--- src/rtl/core/pnm_pkg.sv ---
package pnm_pkg;

  localparam int LINE_LIMIT  = 255;
  localparam int NUMBER_BITS = 16;
  localparam int COL_W       = $clog2(LINE_LIMIT + 1);
  localparam logic [20:0] NUM_LIM =
    21'((((64'd1 << NUMBER_BITS) - 64'd1) < 64'd65535) ?
        ((64'd1 << NUMBER_BITS) - 64'd1) : 64'd65535);

  localparam logic [1:0] KIND_PIXEL  = 2'd0;
  localparam logic [1:0] KIND_ERROR  = 2'd1;
  localparam logic [1:0] KIND_STATUS = 2'd2;

  localparam logic [1:0] LAST_COMP = 2'd2;

  localparam logic [7:0] CH_P     = 8'h50;
  localparam logic [7:0] CH_HASH  = 8'h23;
  localparam logic [7:0] CH_SPACE = 8'h20;
  localparam logic [7:0] CH_ZERO  = 8'h30;
  localparam logic [7:0] CH_ONE   = 8'h31;
  localparam logic [7:0] CH_SIX   = 8'h36;
  localparam logic [7:0] CH_NINE  = 8'h39;

  typedef struct packed {
    logic       step;
    logic [1:0] comp;
  } pnm_cmd_t;

  typedef struct packed {
    logic res_valid;
    logic scale;
    logic three;
  } pnm_status_t;

  function automatic logic is_digit(input logic [7:0] c);
    return (c >= CH_ZERO) && (c <= CH_NINE);
  endfunction

  function automatic logic [15:0] acc_digit(input logic [15:0] v, input logic [7:0] c);
    logic [20:0] r;
    r = {2'b0, v, 3'b0} + {4'b0, v, 1'b0} + {13'b0, c - CH_ZERO};
    return (r > NUM_LIM) ? NUM_LIM[15:0] : r[15:0];
  endfunction

endpackage

--- src/rtl/core/pnm_in_if.sv ---
interface pnm_in_if;
  logic       valid;
  logic       ready;
  logic [7:0] data_byte;
  logic       end_of_input;

  modport source (output valid, data_byte, end_of_input, input ready);
  modport sink (input valid, data_byte, end_of_input, output ready);
endinterface

--- src/rtl/core/pnm_out_if.sv ---
interface pnm_out_if;
  logic        valid;
  logic        ready;
  logic [1:0]  kind;
  logic [7:0]  red;
  logic [7:0]  green;
  logic [7:0]  blue;
  logic [15:0] column;
  logic [15:0] row;
  logic [15:0] image_width;
  logic [15:0] image_height;
  logic        complete;
  logic        last;

  modport source (output valid, kind, red, green, blue, column, row, image_width,
                  image_height, complete, last, input ready);
  modport sink (input valid, kind, red, green, blue, column, row, image_width,
                image_height, complete, last, output ready);
endinterface

--- src/rtl/core/pnm_div.sv ---
// Restoring divider, one quotient bit per cycle; keeps the low 8 quotient bits.
module pnm_div (
  input  logic        clk,
  input  logic        rst,
  input  logic        start,
  input  logic [23:0] dividend,
  input  logic [15:0] divisor,
  output logic        done,
  output logic [7:0]  quot
);

  logic [23:0] dvd;
  logic [15:0] rem;
  logic [15:0] dsr;
  logic [4:0]  cnt;
  logic        busy;
  logic [16:0] trial;
  logic        fits;

  assign trial = {rem, dvd[23]};
  assign fits  = trial >= {1'b0, dsr};

  always_ff @(posedge clk) begin
    if (rst) begin
      busy <= 1'b0;
      done <= 1'b0;
      cnt  <= '0;
    end else begin
      done <= 1'b0;
      if (start) begin
        busy <= 1'b1;
        cnt  <= 5'd24;
        dvd  <= dividend;
        dsr  <= divisor;
        rem  <= '0;
      end else if (busy) begin
        dvd  <= {dvd[22:0], 1'b0};
        rem  <= fits ? 16'(trial - {1'b0, dsr}) : trial[15:0];
        quot <= {quot[6:0], fits};
        cnt  <= cnt - 5'd1;
        if (cnt == 5'd1) begin
          busy <= 1'b0;
          done <= 1'b1;
        end
      end
    end
  end

endmodule

--- src/rtl/core/pnm_ctrl.sv ---
module pnm_ctrl (
  input  logic                 clk,
  input  logic                 rst,
  input  logic                 in_valid,
  output logic                 in_ready,
  output logic                 out_valid,
  input  logic                 out_ready,
  input  pnm_pkg::pnm_status_t st,
  input  logic                 div_done,
  output logic                 div_start,
  output pnm_pkg::pnm_cmd_t    cmd
);

  typedef enum logic [1:0] {S_IDLE, S_EVAL, S_DIV, S_OUT} state_t;

  state_t     state;
  logic [1:0] comp;

  assign in_ready  = (state == S_IDLE);
  assign out_valid = (state == S_OUT);
  assign cmd       = '{step: in_valid && in_ready, comp: comp};

  always_ff @(posedge clk) begin
    if (rst) begin
      state     <= S_IDLE;
      comp      <= '0;
      div_start <= 1'b0;
    end else begin
      div_start <= 1'b0;
      case (state)
        S_IDLE: begin
          if (in_valid) state <= S_EVAL;
        end
        S_EVAL: begin
          if (!st.res_valid) begin
            state <= S_IDLE;
          end else if (st.scale) begin
            state     <= S_DIV;
            comp      <= '0;
            div_start <= 1'b1;
          end else begin
            state <= S_OUT;
          end
        end
        S_DIV: begin
          if (div_done) begin
            if (st.three && comp != pnm_pkg::LAST_COMP) begin
              comp      <= comp + 2'd1;
              div_start <= 1'b1;
            end else begin
              state <= S_OUT;
            end
          end
        end
        S_OUT: begin
          if (out_ready) state <= S_IDLE;
        end
        default: state <= S_IDLE;
      endcase
    end
  end

endmodule

--- src/rtl/core/pnm_dp.sv ---
module pnm_dp (
  input  logic                 clk,
  input  logic                 rst,
  input  pnm_pkg::pnm_cmd_t    cmd,
  input  logic [7:0]           data_byte,
  input  logic                 end_of_input,
  input  logic                 div_done,
  input  logic [7:0]           div_quot,
  output pnm_pkg::pnm_status_t st,
  output logic [23:0]          div_dividend,
  output logic [15:0]          div_divisor,
  output logic [1:0]           kind,
  output logic [7:0]           red,
  output logic [7:0]           green,
  output logic [7:0]           blue,
  output logic [15:0]          column,
  output logic [15:0]          row,
  output logic [15:0]          image_width,
  output logic [15:0]          image_height,
  output logic                 complete,
  output logic                 last
);

  typedef enum logic [2:0] {
    PH_MAGIC, PH_DIMS, PH_MAXV, PH_PIXELS, PH_DONE, PH_STOPPED
  } phase_t;

  localparam logic [1:0] MAP_BIT = 2'd0;
  localparam logic [1:0] MAP_PIX = 2'd2;
  localparam logic [1:0] MAP_BAD = 2'd3;

  phase_t                   phase, phase_next;
  logic                     ascii_mode, ascii_mode_next;
  logic [1:0]               map_kind, map_kind_next;
  logic [15:0]              width_reg, width_reg_next;
  logic [15:0]              height_reg, height_reg_next;
  logic [15:0]              max_value, max_value_next;
  logic [15:0]              token_value, token_value_next;
  logic [15:0]              sample_store [3];
  logic [15:0]              sample_store_next [3];
  logic [1:0]               sample_index, sample_index_next;
  logic [15:0]              x_count, x_count_next;
  logic [15:0]              y_count, y_count_next;
  logic [pnm_pkg::COL_W-1:0] line_column, line_column_next;
  logic                     in_comment, in_comment_next;
  logic                     tok_active, tok_active_next;

  logic [15:0] rec_s [3];
  logic [15:0] rec_max;

  // step results
  logic        e_valid;
  logic [1:0]  e_kind;
  logic [15:0] e_col, e_row, e_w, e_h, e_max;
  logic [15:0] e_s [3];
  logic [1:0]  e_map;
  logic        e_complete, e_last;
  logic        do_add, do_check, do_line, comment;
  logic [15:0] add_v;
  logic [pnm_pkg::COL_W-1:0] len;
  logic [2:0]  sidx3;
  logic [1:0]  widx;
  logic [7:0]  k;
  logic [7:0]  bit_rgb;

  assign div_divisor  = rec_max;
  assign div_dividend = {rec_s[cmd.comp], 8'b0} - {8'b0, rec_s[cmd.comp]};

  always_comb begin
    phase_next        = phase;
    ascii_mode_next   = ascii_mode;
    map_kind_next     = map_kind;
    width_reg_next    = width_reg;
    height_reg_next   = height_reg;
    max_value_next    = max_value;
    token_value_next  = token_value;
    sample_store_next = sample_store;
    sample_index_next = sample_index;
    x_count_next      = x_count;
    y_count_next      = y_count;
    line_column_next  = line_column;
    in_comment_next   = in_comment;
    tok_active_next   = tok_active;
    e_valid = 1'b0; e_kind = pnm_pkg::KIND_PIXEL;
    e_col = '0; e_row = '0; e_complete = 1'b0; e_last = 1'b0;
    do_add = 1'b0; do_check = 1'b0; do_line = 1'b0; add_v = '0;
    comment = 1'b0; len = '0; sidx3 = '0; widx = '0; k = '0;

    // stage one: route the byte
    if (end_of_input) begin
      if (phase <= PH_MAXV || (phase == PH_PIXELS && ascii_mode)) do_line = 1'b1;
    end else if (phase >= PH_DONE) begin
      do_line = 1'b0;
    end else if (phase == PH_PIXELS && !ascii_mode) begin
      do_add = 1'b1;
      add_v  = {8'b0, data_byte};
    end else if (data_byte < pnm_pkg::CH_SPACE) begin
      do_line = 1'b1;
    end else if (!(in_comment || line_column >= pnm_pkg::COL_W'(pnm_pkg::LINE_LIMIT))) begin
      if (line_column == '0 && data_byte == pnm_pkg::CH_HASH) begin
        in_comment_next = 1'b1;
      end else if (phase == PH_PIXELS) begin
        if (pnm_pkg::is_digit(data_byte)) begin
          token_value_next = pnm_pkg::acc_digit(token_value, data_byte);
          tok_active_next  = 1'b1;
        end else if (tok_active) begin
          tok_active_next  = 1'b0;
          token_value_next = '0;
          add_v            = token_value;
          do_add           = 1'b1;
        end
      end else if (phase == PH_MAGIC) begin
        if (line_column == '0) begin
          map_kind_next    = MAP_BAD;
          token_value_next = (data_byte == pnm_pkg::CH_P) ? 16'd1 : 16'd0;
        end else if (line_column == pnm_pkg::COL_W'(1)) begin
          if (token_value == 16'd1 && data_byte >= pnm_pkg::CH_ONE &&
              data_byte <= pnm_pkg::CH_SIX) begin
            k               = data_byte - pnm_pkg::CH_ONE;
            ascii_mode_next = (k < 8'd3);
            map_kind_next   = (k < 8'd3) ? k[1:0] : 2'(k - 8'd3);
          end
          token_value_next = '0;
        end
      end else if (phase == PH_DIMS) begin
        case (sample_index)
          2'd0: begin
            if (pnm_pkg::is_digit(data_byte))
              width_reg_next = pnm_pkg::acc_digit(width_reg, data_byte);
            else
              sample_index_next = (data_byte == pnm_pkg::CH_SPACE) ? 2'd1 : 2'd3;
          end
          2'd1: begin
            if (pnm_pkg::is_digit(data_byte)) begin
              height_reg_next   = pnm_pkg::acc_digit(height_reg, data_byte);
              sample_index_next = 2'd2;
            end else if (data_byte != pnm_pkg::CH_SPACE) begin
              sample_index_next = 2'd3;
            end
          end
          2'd2: begin
            if (pnm_pkg::is_digit(data_byte))
              height_reg_next = pnm_pkg::acc_digit(height_reg, data_byte);
            else
              sample_index_next = 2'd3;
          end
          default: sample_index_next = sample_index;
        endcase
      end else begin
        if (sample_index == 2'd0 && pnm_pkg::is_digit(data_byte))
          max_value_next = pnm_pkg::acc_digit(max_value, data_byte);
        else
          sample_index_next = 2'd3;
      end
      line_column_next = line_column + pnm_pkg::COL_W'(1);
    end

    // line end
    if (do_line) begin
      comment          = in_comment_next;
      len              = line_column_next;
      in_comment_next  = 1'b0;
      line_column_next = '0;
      if (!comment) begin
        case (phase_next)
          PH_MAGIC: begin
            if (len < pnm_pkg::COL_W'(2) || map_kind_next == MAP_BAD) begin
              phase_next = PH_STOPPED;
              e_valid    = 1'b1;
              e_kind     = pnm_pkg::KIND_ERROR;
              e_last     = 1'b1;
            end else begin
              phase_next        = PH_DIMS;
              sample_index_next = '0;
              width_reg_next    = '0;
              height_reg_next   = '0;
            end
          end
          PH_DIMS: begin
            if (map_kind_next == MAP_BIT) begin
              max_value_next = 16'd1;
              do_check       = 1'b1;
            end else begin
              phase_next        = PH_MAXV;
              sample_index_next = '0;
              max_value_next    = '0;
            end
          end
          PH_MAXV: do_check = 1'b1;
          PH_PIXELS: begin
            if (tok_active_next) begin
              tok_active_next  = 1'b0;
              add_v            = token_value_next;
              token_value_next = '0;
              do_add           = 1'b1;
            end
          end
          default: do_check = 1'b0;
        endcase
      end
    end

    if (do_check) begin
      if (width_reg_next == '0 || height_reg_next == '0 || max_value_next == '0) begin
        phase_next = PH_STOPPED;
        e_valid    = 1'b1;
        e_kind     = pnm_pkg::KIND_ERROR;
        e_last     = 1'b1;
      end else begin
        phase_next        = PH_PIXELS;
        x_count_next      = '0;
        y_count_next      = '0;
        sample_index_next = '0;
        token_value_next  = '0;
        tok_active_next   = 1'b0;
      end
    end

    // collect a sample, emit a pixel when the set is full
    if (do_add) begin
      widx = (sample_index_next == 2'd0) ? 2'd0 :
             ((sample_index_next < 2'd3) ? sample_index_next : 2'd2);
      sample_store_next[widx] = add_v;
      sidx3 = {1'b0, sample_index_next} + 3'd1;
      if (sidx3 < ((map_kind_next == MAP_PIX) ? 3'd3 : 3'd1)) begin
        sample_index_next = sidx3[1:0];
      end else begin
        sample_index_next = '0;
        e_valid = 1'b1;
        e_kind  = pnm_pkg::KIND_PIXEL;
        e_col   = x_count_next;
        e_row   = y_count_next;
        e_last  = ({1'b0, x_count_next} + 17'd1 >= {1'b0, width_reg_next}) &&
                  ({1'b0, y_count_next} + 17'd1 >= {1'b0, height_reg_next});
        x_count_next = x_count_next + 16'd1;
        if (x_count_next >= width_reg_next) begin
          x_count_next = '0;
          y_count_next = y_count_next + 16'd1;
          if (y_count_next >= height_reg_next) phase_next = PH_DONE;
        end
      end
    end

    // hold what the result needs before an end of input clears the state
    e_w   = width_reg_next;
    e_h   = height_reg_next;
    e_max = max_value_next;
    e_map = map_kind_next;
    e_s   = sample_store_next;

    if (end_of_input) begin
      if (e_valid) begin
        e_last = 1'b1;
      end else begin
        e_valid    = 1'b1;
        e_last     = 1'b1;
        e_kind     = (phase <= PH_MAXV && phase_next != PH_PIXELS) ?
                     pnm_pkg::KIND_ERROR : pnm_pkg::KIND_STATUS;
        e_complete = (phase == PH_DONE);
      end
      phase_next        = PH_MAGIC;
      ascii_mode_next   = 1'b0;
      map_kind_next     = MAP_BIT;
      width_reg_next    = '0;
      height_reg_next   = '0;
      max_value_next    = 16'd1;
      token_value_next  = '0;
      sample_store_next = '{default: '0};
      sample_index_next = '0;
      x_count_next      = '0;
      y_count_next      = '0;
      line_column_next  = '0;
      in_comment_next   = 1'b0;
      tok_active_next   = 1'b0;
    end
  end

  assign bit_rgb = (e_s[0] != '0) ? 8'hFF : 8'h00;

  always_ff @(posedge clk) begin
    if (rst) begin
      phase        <= PH_MAGIC;
      ascii_mode   <= 1'b0;
      map_kind     <= MAP_BIT;
      width_reg    <= '0;
      height_reg   <= '0;
      max_value    <= 16'd1;
      token_value  <= '0;
      sample_store <= '{default: '0};
      sample_index <= '0;
      x_count      <= '0;
      y_count      <= '0;
      line_column  <= '0;
      in_comment   <= 1'b0;
      tok_active   <= 1'b0;
      st           <= '0;
    end else if (cmd.step) begin
      phase        <= phase_next;
      ascii_mode   <= ascii_mode_next;
      map_kind     <= map_kind_next;
      width_reg    <= width_reg_next;
      height_reg   <= height_reg_next;
      max_value    <= max_value_next;
      token_value  <= token_value_next;
      sample_store <= sample_store_next;
      sample_index <= sample_index_next;
      x_count      <= x_count_next;
      y_count      <= y_count_next;
      line_column  <= line_column_next;
      in_comment   <= in_comment_next;
      tok_active   <= tok_active_next;
      st.res_valid <= e_valid;
      st.scale     <= e_valid && e_kind == pnm_pkg::KIND_PIXEL && e_map != MAP_BIT;
      st.three     <= e_map == MAP_PIX;
    end
  end

  always_ff @(posedge clk) begin
    if (cmd.step && e_valid) begin
      kind         <= e_kind;
      column       <= e_col;
      row          <= e_row;
      image_width  <= e_w;
      image_height <= e_h;
      complete     <= e_complete;
      last         <= e_last;
      rec_s        <= e_s;
      rec_max      <= e_max;
      if (e_kind == pnm_pkg::KIND_PIXEL && e_map == MAP_BIT) begin
        red   <= bit_rgb;
        green <= bit_rgb;
        blue  <= bit_rgb;
      end else begin
        red   <= '0;
        green <= '0;
        blue  <= '0;
      end
    end else if (div_done) begin
      if (!st.three) begin
        red   <= (rec_max == '0) ? 8'h00 : div_quot;
        green <= (rec_max == '0) ? 8'h00 : div_quot;
        blue  <= (rec_max == '0) ? 8'h00 : div_quot;
      end else begin
        case (cmd.comp)
          2'd0:    red   <= div_quot;
          2'd1:    green <= div_quot;
          default: blue  <= div_quot;
        endcase
      end
    end
  end

endmodule

--- src/rtl/core/pnm_to_rgb_decoder.sv ---
// PNM (P1..P6) to RGB decoder. Feed the file one byte per input beat and mark
// end of file with a beat carrying end_of_input; each such beat yields exactly
// one answer (a pixel with last set, a header error or an end status) and then
// returns the block to its reset state. A bad header yields one header error
// beat, after which bytes are dropped until end of input. The block handles one
// byte at a time: each byte is accepted and then evaluated and, when it
// completes a P2/P3/P5/P6 pixel, each color component goes through the
// bit-serial divider that computes sample*255/maxval (one component for gray,
// three for color) before the result is presented; bitmap pixels need no divide.
// A result beat is held until taken, and no byte is accepted meanwhile.
module pnm_to_rgb_decoder (
  input  logic     clk,
  input  logic     rst,
  pnm_in_if.sink   in_ch,
  pnm_out_if.source out_ch
);

  pnm_pkg::pnm_cmd_t    cmd;
  pnm_pkg::pnm_status_t st;
  logic                 div_start;
  logic                 div_done;
  logic [7:0]           div_quot;
  logic [23:0]          div_dividend;
  logic [15:0]          div_divisor;

  // sequencing: accept, evaluate, divide, present
  pnm_ctrl u_ctrl (
    .clk       (clk),
    .rst       (rst),
    .in_valid  (in_ch.valid),
    .in_ready  (in_ch.ready),
    .out_valid (out_ch.valid),
    .out_ready (out_ch.ready),
    .st        (st),
    .div_done  (div_done),
    .div_start (div_start),
    .cmd       (cmd)
  );

  // header/raster parser and result registers
  pnm_dp u_dp (
    .clk          (clk),
    .rst          (rst),
    .cmd          (cmd),
    .data_byte    (in_ch.data_byte),
    .end_of_input (in_ch.end_of_input),
    .div_done     (div_done),
    .div_quot     (div_quot),
    .st           (st),
    .div_dividend (div_dividend),
    .div_divisor  (div_divisor),
    .kind         (out_ch.kind),
    .red          (out_ch.red),
    .green        (out_ch.green),
    .blue         (out_ch.blue),
    .column       (out_ch.column),
    .row          (out_ch.row),
    .image_width  (out_ch.image_width),
    .image_height (out_ch.image_height),
    .complete     (out_ch.complete),
    .last         (out_ch.last)
  );

  // color scaling by maxval
  pnm_div u_div (
    .clk      (clk),
    .rst      (rst),
    .start    (div_start),
    .dividend (div_dividend),
    .divisor  (div_divisor),
    .done     (div_done),
    .quot     (div_quot)
  );

endmodule

--- src/flat_wrapper.sv ---
// flat-port wrapper written by rule: the top's interface ports become plain ports
module pnm_to_rgb_decoder_flat 
  (clk, rst, in_ch_valid, in_ch_data_byte, in_ch_end_of_input, in_ch_ready, out_ch_valid, out_ch_kind, out_ch_red, out_ch_green, out_ch_blue, out_ch_column, out_ch_row, out_ch_image_width, out_ch_image_height, out_ch_complete, out_ch_last, out_ch_ready);
  pnm_in_if in_ch_i ();
  pnm_out_if out_ch_i ();
  input  logic clk;
  input  logic rst;
  input wire logic [$bits(in_ch_i.valid)-1:0] in_ch_valid;
  input wire logic [$bits(in_ch_i.data_byte)-1:0] in_ch_data_byte;
  input wire logic [$bits(in_ch_i.end_of_input)-1:0] in_ch_end_of_input;
  output wire logic [$bits(in_ch_i.ready)-1:0] in_ch_ready;
  output wire logic [$bits(out_ch_i.valid)-1:0] out_ch_valid;
  output wire logic [$bits(out_ch_i.kind)-1:0] out_ch_kind;
  output wire logic [$bits(out_ch_i.red)-1:0] out_ch_red;
  output wire logic [$bits(out_ch_i.green)-1:0] out_ch_green;
  output wire logic [$bits(out_ch_i.blue)-1:0] out_ch_blue;
  output wire logic [$bits(out_ch_i.column)-1:0] out_ch_column;
  output wire logic [$bits(out_ch_i.row)-1:0] out_ch_row;
  output wire logic [$bits(out_ch_i.image_width)-1:0] out_ch_image_width;
  output wire logic [$bits(out_ch_i.image_height)-1:0] out_ch_image_height;
  output wire logic [$bits(out_ch_i.complete)-1:0] out_ch_complete;
  output wire logic [$bits(out_ch_i.last)-1:0] out_ch_last;
  input wire logic [$bits(out_ch_i.ready)-1:0] out_ch_ready;
  assign in_ch_i.valid = in_ch_valid;
  assign in_ch_i.data_byte = in_ch_data_byte;
  assign in_ch_i.end_of_input = in_ch_end_of_input;
  assign in_ch_ready = in_ch_i.ready;
  assign out_ch_valid = out_ch_i.valid;
  assign out_ch_kind = out_ch_i.kind;
  assign out_ch_red = out_ch_i.red;
  assign out_ch_green = out_ch_i.green;
  assign out_ch_blue = out_ch_i.blue;
  assign out_ch_column = out_ch_i.column;
  assign out_ch_row = out_ch_i.row;
  assign out_ch_image_width = out_ch_i.image_width;
  assign out_ch_image_height = out_ch_i.image_height;
  assign out_ch_complete = out_ch_i.complete;
  assign out_ch_last = out_ch_i.last;
  assign out_ch_i.ready = out_ch_ready;
  pnm_to_rgb_decoder u_core (.clk(clk), .rst(rst), .in_ch(in_ch_i), .out_ch(out_ch_i));
endmodule
--- config.mk ---
export PLATFORM = sky130hd
export DESIGN_NAME = pnm_to_rgb_decoder_flat
export DESIGN_NICKNAME = d
export VERILOG_FILES = /design/src/rtl/core/pnm_pkg.sv /design/src/rtl/core/pnm_in_if.sv /design/src/rtl/core/pnm_out_if.sv /design/src/rtl/core/pnm_div.sv /design/src/rtl/core/pnm_ctrl.sv /design/src/rtl/core/pnm_dp.sv /design/src/rtl/core/pnm_to_rgb_decoder.sv /design/src/flat_wrapper.sv
export SDC_FILE = /design/constraint.sdc
export NUM_CORES = 1
export LEC_CHECK = 0
export BUFFER_PORTS_ARGS = -buffer_cell sky130_fd_sc_hd__clkbuf_2
export CORE_AREA = 2 2 204 206
export CTS_BUF_LIST = sky130_fd_sc_hd__clkbuf_16
export DETAILED_ROUTE_END_ITERATION = 10
export DIE_AREA = 0 0 206 208
export GPL_TIMING_DRIVEN = 1
export PLACE_DENSITY = 0.8
export REMOVE_ABC_BUFFERS = 1
export SLEW_MARGIN = 20
export SYNTH_ARGS = -nofsm -noshare
export SYNTH_HDL_FRONTEND = slang
export SYNTH_SLANG_ARGS = --single-unit
--- constraint.sdc ---
create_clock -name clk -period 14.4 [get_ports clk]
set_input_delay 3.6 -clock clk [delete_from_list [all_inputs] [get_ports clk]]
set_output_delay 3.6 -clock clk [all_outputs]
set_load 0.1 [all_outputs]
# ---- After elaboration in Yosys (flattened, before gate mapping)
# Index checks and enable logic that the tools add are counted.
dict set report classes {
  addsub 21
  n_lt_le_gt_ge 24
  eq_ne 38
  mux 284
  bitwise 7
  reduce_logical 57
}
# cell n
set ops {}
lappend ops {{$mux 16} 99}
lappend ops {{$mux 8} 22}
lappend ops {{$mux 2} 56}
lappend ops {{$mux 48} 2}
lappend ops {{$add 20x8->21} 4}
lappend ops {{$gt 21x16->1 const B} 4}
lappend ops {{$add 19x17->20} 4}
lappend ops {{$mux 1} 80}
lappend ops {{$logic_not 16->1} 4}
lappend ops {{$ge 17x16->1} 3}
lappend ops {{$bwmux 48} 1}
lappend ops {{$mux 24} 2}
lappend ops {{$add 16x1->17 const B} 2}
lappend ops {{$mux 3} 11}
lappend ops {{$add 16x1->16 const B} 2}
lappend ops {{$bmux 16 s2} 1}
lappend ops {{$demux 16 s2} 1}
lappend ops {{$ge 16x16->1} 2}
lappend ops {{$ne 2x2->1 const B} 14}
lappend ops {{$sub 24x16->24} 1}
lappend ops {{$eq 16x1->1 const B} 1}
lappend ops {{$eq 8x6->1 const B} 2}
lappend ops {{$ge 8x6->1 const B} 2}
lappend ops {{$le 8x6->1 const B} 2}
lappend ops {{50 further kinds} 109}
dict set report word_totals {
  regBits 397
  inputBits 13
  out_inout_bits 94
  word_cells 475
}

# ---- Depth between registers and ports, before layout
dict set report depth {
  ltp_word 40
  depth_mapped 40
  ltp_nobuf 35
}

# ---- Hierarchy
# Synthesis repeated with hierarchy kept, for this count alone.
dict set report hier_totals {
  hier_cells 2756
  hier_area_um2 25575.8
}
# mod instances cells_each area_each_um2
set modules_own_cells {}
lappend modules_own_cells {pnm_dp 1 2418 21485.6}
lappend modules_own_cells {pnm_div 1 296 3727.3}
lappend modules_own_cells {pnm_ctrl 1 42 362.8}

# ---- Least setup slack after synthesis
# No wires, ideal clock.
dict set report synth_timing {
  kind {input to register}
  start {in in_ch_data_byte[4]}
  end {reg u_core.u_dp.column[0] (enable)}
  setup_time_ns 0.484
  arrival_time_ns 11.974
  t_required_ns 13.916
  setup_slack_ns 1.942
  stages 26
  n_path_buf 1
  path_cell_list {ha_1 xnor2_1 inv_1 fa_1 inv_1 ha_1 a21o_1 a21oi_2 a211oi_2 or4_1 a21oi_4 o211ai_2 buf_6 o221ai_1 o2111ai_1 or3_4 nand3_2 and3_1 inv_1 fa_1 o21ai_0 nor2b_1 o21a_4 or4_4 nand2_1 inv_1}
}
dict set report synth_between {
  elab_chain_cells 31
}
# element line_no
set synth_rtl {}
lappend synth_rtl {{start, declared} flat_wrapper.sv:9} ;# input wire logic [$bits(in_ch_i.data_byte)-1:0] in_ch_data_byte;
lappend synth_rtl {{parallel branches: the longest is 28 deep, another holds $add 20x8->21} -}
lappend synth_rtl {{$mux 1 *} pnm_dp.sv:220} ;# if (do_add) begin
lappend synth_rtl {{$mux 1 *} pnm_dp.sv:251} ;# if (end_of_input) begin
lappend synth_rtl {{$logic_and 1x1->1 *} pnm_dp.sv:319} ;# if (cmd.step && e_valid) begin
lappend synth_rtl {{end signal, assigned} pnm_dp.sv:321} ;# column <= e_col;
lappend synth_rtl {{end, declared} pnm_dp.sv:16} ;# output logic [15:0] column,
# Every way passes the cells marked *.
# A chain may end at the register's enable or synchronous reset.

# ---- Worst setup path after layout
dict set report layout_timing {
  start {in in_ch_data_byte[4]}
  end {reg u_core.u_dp.x_count[12]}
}
# element line_no
set layout_rtl {}
lappend layout_rtl {{parallel branches: the longest is 18 deep, another holds $add 20x8->21} -}
lappend layout_rtl {{$mux 16 *} pnm_dp.sv:159} ;# if (do_line) begin
lappend layout_rtl {{named net u_core.u_dp.e_max[0]} pnm_dp.sv:54} ;# logic [15:0] e_col, e_row, e_w, e_h, e_max;
lappend layout_rtl {{$logic_not 16->1 *} pnm_dp.sv:204} ;# if (width_reg_next == '0 || height_reg_next == '0 || max_value_next == '0) begin
lappend layout_rtl {{$logic_or 1x1->1 *} pnm_dp.sv:204}
lappend layout_rtl {{$mux 16} pnm_dp.sv:204}
lappend layout_rtl {{$mux 16} pnm_dp.sv:203} ;# if (do_check) begin
lappend layout_rtl {{$add 16x1->16} pnm_dp.sv:235} ;# x_count_next = x_count_next + 16'd1;
lappend layout_rtl {{$ge 16x16->1} pnm_dp.sv:236} ;# if (x_count_next >= width_reg_next) begin
lappend layout_rtl {{$mux 16} pnm_dp.sv:236}
lappend layout_rtl {{$mux 16} pnm_dp.sv:225} ;# if (sidx3 < ((map_kind_next == MAP_PIX) ? 3'd3 : 3'd1)) begin
lappend layout_rtl {{$mux 16 *} pnm_dp.sv:220}
lappend layout_rtl {{$mux 16 *} pnm_dp.sv:251}
lappend layout_rtl {{end signal, assigned} pnm_dp.sv:307} ;# x_count <= x_count_next;
lappend layout_rtl {{end, declared} pnm_dp.sv:42} ;# logic [15:0] x_count, x_count_next;
# Mark *: on every way through the listed nets, which the timed path passes.

==> results_dict.tcl <==
set metrics [dict create \
    die_x_um 206 \
    synth_top_area_cell "edfxtp_1" \
    worst_skew_pair.late_latency_ns 0.59 \
    min_path_type "reg -> reg" \
    synth_most_common_cell "nor2_1" \
    tritoncts "yes" \
    max_cap_viol_count 0 \
    clock-root-buffer "clkbuf_16" \
    crit_fanout 19 \
    cts.sinks 397 \
    slew_viol_final 0 \
    track_usage 0.324 \
    fillers 3152 \
    yosys_warnings 0 \
    register_area_mm2 0.0101 \
    post-route-min-period_ns 12.72 \
    crit_family "compound AO/OA/AOI/OAI gates" \
    numCtsBuffers 44 \
    synthTopCellsByArea "edfxtp_1 26%, dfxtp_1 14%, ha_1 9.6%" \
    top_regs "u_core.u_dp.rec_s x48, u_core.u_dp.sample_store x48, u_core.u_div.dvd x24" \
    synthCells 2671 \
    synth-main-ff-cell "edfxtp_1" \
    core-area_mm2 0.0406 \
    fmaxAchievable_mhz 78.6 \
    antenna_found_initial 4 \
    io_buffers 106 \
    syn_to_final_growth_pct 9.10 \
    crit_path_start_kind "primary input" \
    rows 74 \
    nets 2959 \
    crit_top_cell "ha_1" \
    cp.required_ns 14.91 \
    post-route-period-util 0.883 \
    cts_setup_buffers 0 \
    cts_htree_levels 2 \
    fin_skew_ns 0.0233 \
    synth_top_cells_by_count "293 x nor2_1, 220 x edfxtp_1, 195 x ha_1" \
    place_hpwl_um 50100 \
    gp_congestion 1.03 \
    crit_path_top_delay_cell "nor3_1" \
    postSynthAreaPerCell_um2 9.49 \
    async_reset_ff_frac 0 \
    ant_nets 0 \
    die_y_um 208 \
    clockBufferDepth 3 \
    worst-slew-pin-transition_ns 1.18 \
    yosys.area.top_type_share 0.261 \
    slew_headroom 0.207 \
    yosysUniqueCellTypes 105 \
    num_io_pins 107 \
    grt_first_pass_wirelength_um 111000 \
    outcome "finished clean" \
    setup_slack_ns 1.68 \
    via_per_inst 6.60 \
    ctsResizeCount 0 \
    yosysSeqAreaShare 0.400 \
    hold_viol_final 0 \
    crit_type "in -> reg" \
    synth_area_mm2 0.0253 \
    leakage_nw 11.2 \
    p_per_area_mw_per_mm2 99.2 \
    place_ws_ns 1.38 \
    vias 21741 \
    multi_input_area_mm2 0.0141 \
    crit_arrival_ns 13.23 \
    routed_wl_um 70400 \
    wl_per_cell_um 21.4 \
    critPathBufInv 4 \
    setup-tns-final_ns 0 \
    drt_pass1_iterations 8 \
    end_kind "register" \
    cts_hold_buf 0 \
    crit_path_max_incr_delay_ns 0.97 \
    drtIter0Drc 2080 \
    initial_core_util 0.625 \
    vdd_drop_max_v 0.000100 \
    drive_gt1_frac 0.109 \
    synth-seq-cells 397 \
    synth_edf_count 220 \
    grt_pass1_vias 20984 \
    grt_remaining_overflow 0 \
    rsz0062_at_grt "false" \
    path_clk_slew_ns 0.06 \
    setup_viol 0 \
    grt_max_degree 78 \
    die-area_mm2 0.0428 \
    drc 0 \
]
## area by class of cell
class | instances | share of cell area
sequential | 397 | 0.367
inverter | 160 | 0.0218
tap | 532 | 0.0241
antenna | 3 | 0.000272
multi-input combinational | 1992 | 0.510
clock inverter | 38 | 0.00982
timing repair buffer | 130 | 0.0271
clock buffer | 44 | 0.0398
## per-layer routing
layer	global-route usage	part of all wire	routed length, um	vias up
met3	0.0622	0.086	6070	258
li1	-	-	-	10027
met1	0.413	0.40	27900	10361
met2	0.532	0.47	33000	1093
met4	0.147	0.049	3480	2
met5	0	0.00018	13	-
## worst paths after layout
| kind | start | end | slack [ns] | cells past startpoint |
|---|---|---|---|---|
| worst max-delay path | in_ch_data_byte[4] | u_core.u_dp.x_count[12]$_SDFFE_PP0P_ | 1.68 | 31 |
| worst min-delay path | u_core.u_dp.div_divisor[4]$_DFFE_PP_ | u_core.u_div.dsr[4]$_DFFE_PP_ | 0.45 | 0 |
| worst max register to register | u_core.u_dp.max_value[0]$_SDFFE_PP1P_ | u_core.u_dp.x_count[12]$_SDFFE_PP0P_ | 5.29 | 27 |
| worst min register to register | u_core.u_dp.div_divisor[4]$_DFFE_PP_ | u_core.u_div.dsr[4]$_DFFE_PP_ | 0.45 | 0 |
## kinds of logic (layout without fill, tap and decap cells)
kind of cell               count (synthesis)  in the layout  share of synthesized area
xor gates and xnor gates                 109            109                     0.0377
DFF                                      397            397                      0.400
and+or+nand+nor                          828            828                      0.157
adders and majority gates                221            221                      0.117
other                                      0              3                          0
buffers and inverters                    282            372                     0.0444
AOI/OAI and AO/OA                        756            756                      0.211
muxes                                     78             78                     0.0328
## worst reg2reg max path, cell delays in order (launching register included)
cell and delay, ns:
dfxtp_1 0.51, fa_1 0.49, ha_1 0.32, a211o_1 0.33, a2111oi_1 0.48, o21bai_1 0.24, a211oi_1 0.28, o21ai_1 0.12
a211oi_2 0.61, a31oi_1 0.27, a2111oi_1 0.56, a31oi_1 0.36, nand3_2 0.45, and2_1 0.28, ha_1 0.29, nand4_1 0.17
inv_1 0.14, nand3_1 0.16, nor3_2 0.34, xnor2_1 0.13, ha_1 0.21, or4_1 0.53, a21oi_1 0.12, o21ai_0 0.12
and2_1 0.26, nor3_1 0.97, nand2_1 0.13, mux2i_1 0.17
## power by group
group	internal [mW]	total, mW	switching (mW)	leakage, nW
sequential	1.24	1.25	0.0156	3.52
combinational	0.0760	0.414	0.338	6.98
clock	0.598	1.08	0.478	0.695
total	1.91	2.74	0.832	11.2
## metrics by stage
step / std cells / hold WS, ns / utilization / instance area (um^2) / power [mW]
2_1_floorplan: 2549 / 0.427 / - / 24800 / 1.58
3_3_place_gp: 3209 / 0.434 / 0.647 / 26200 / 1.67
3_5_place_dp: 3210 / 0.439 / 0.647 / 26300 / 1.68
4_1_cts: 3292 / 0.449 / 0.681 / 27600 / 2.75
5_1_grt: 3295 / 0.461 / 0.682 / 27600 / 2.82
6_report: 3296 / 0.446 / 0.682 / 27700 / 2.74
## placed cells by master (no fill, tap or decap), types with 31 or more instances in the layout
master,count
nor2_1,288
edfxtp_1,220
ha_1,195
nand2_1,185
dfxtp_1,177
inv_1,163
a21oi_1,152
o21ai_0,130
clkbuf_2,105
a22oi_1,88
xnor2_1,70
and2_1,56
nor3_1,51
nand3_1,49
a21o_1,48
clkbuf_16,44
mux2_2,40
xor2_1,39
mux2i_1,38
a31oi_1,31
(Power assumes the default switching activity.)
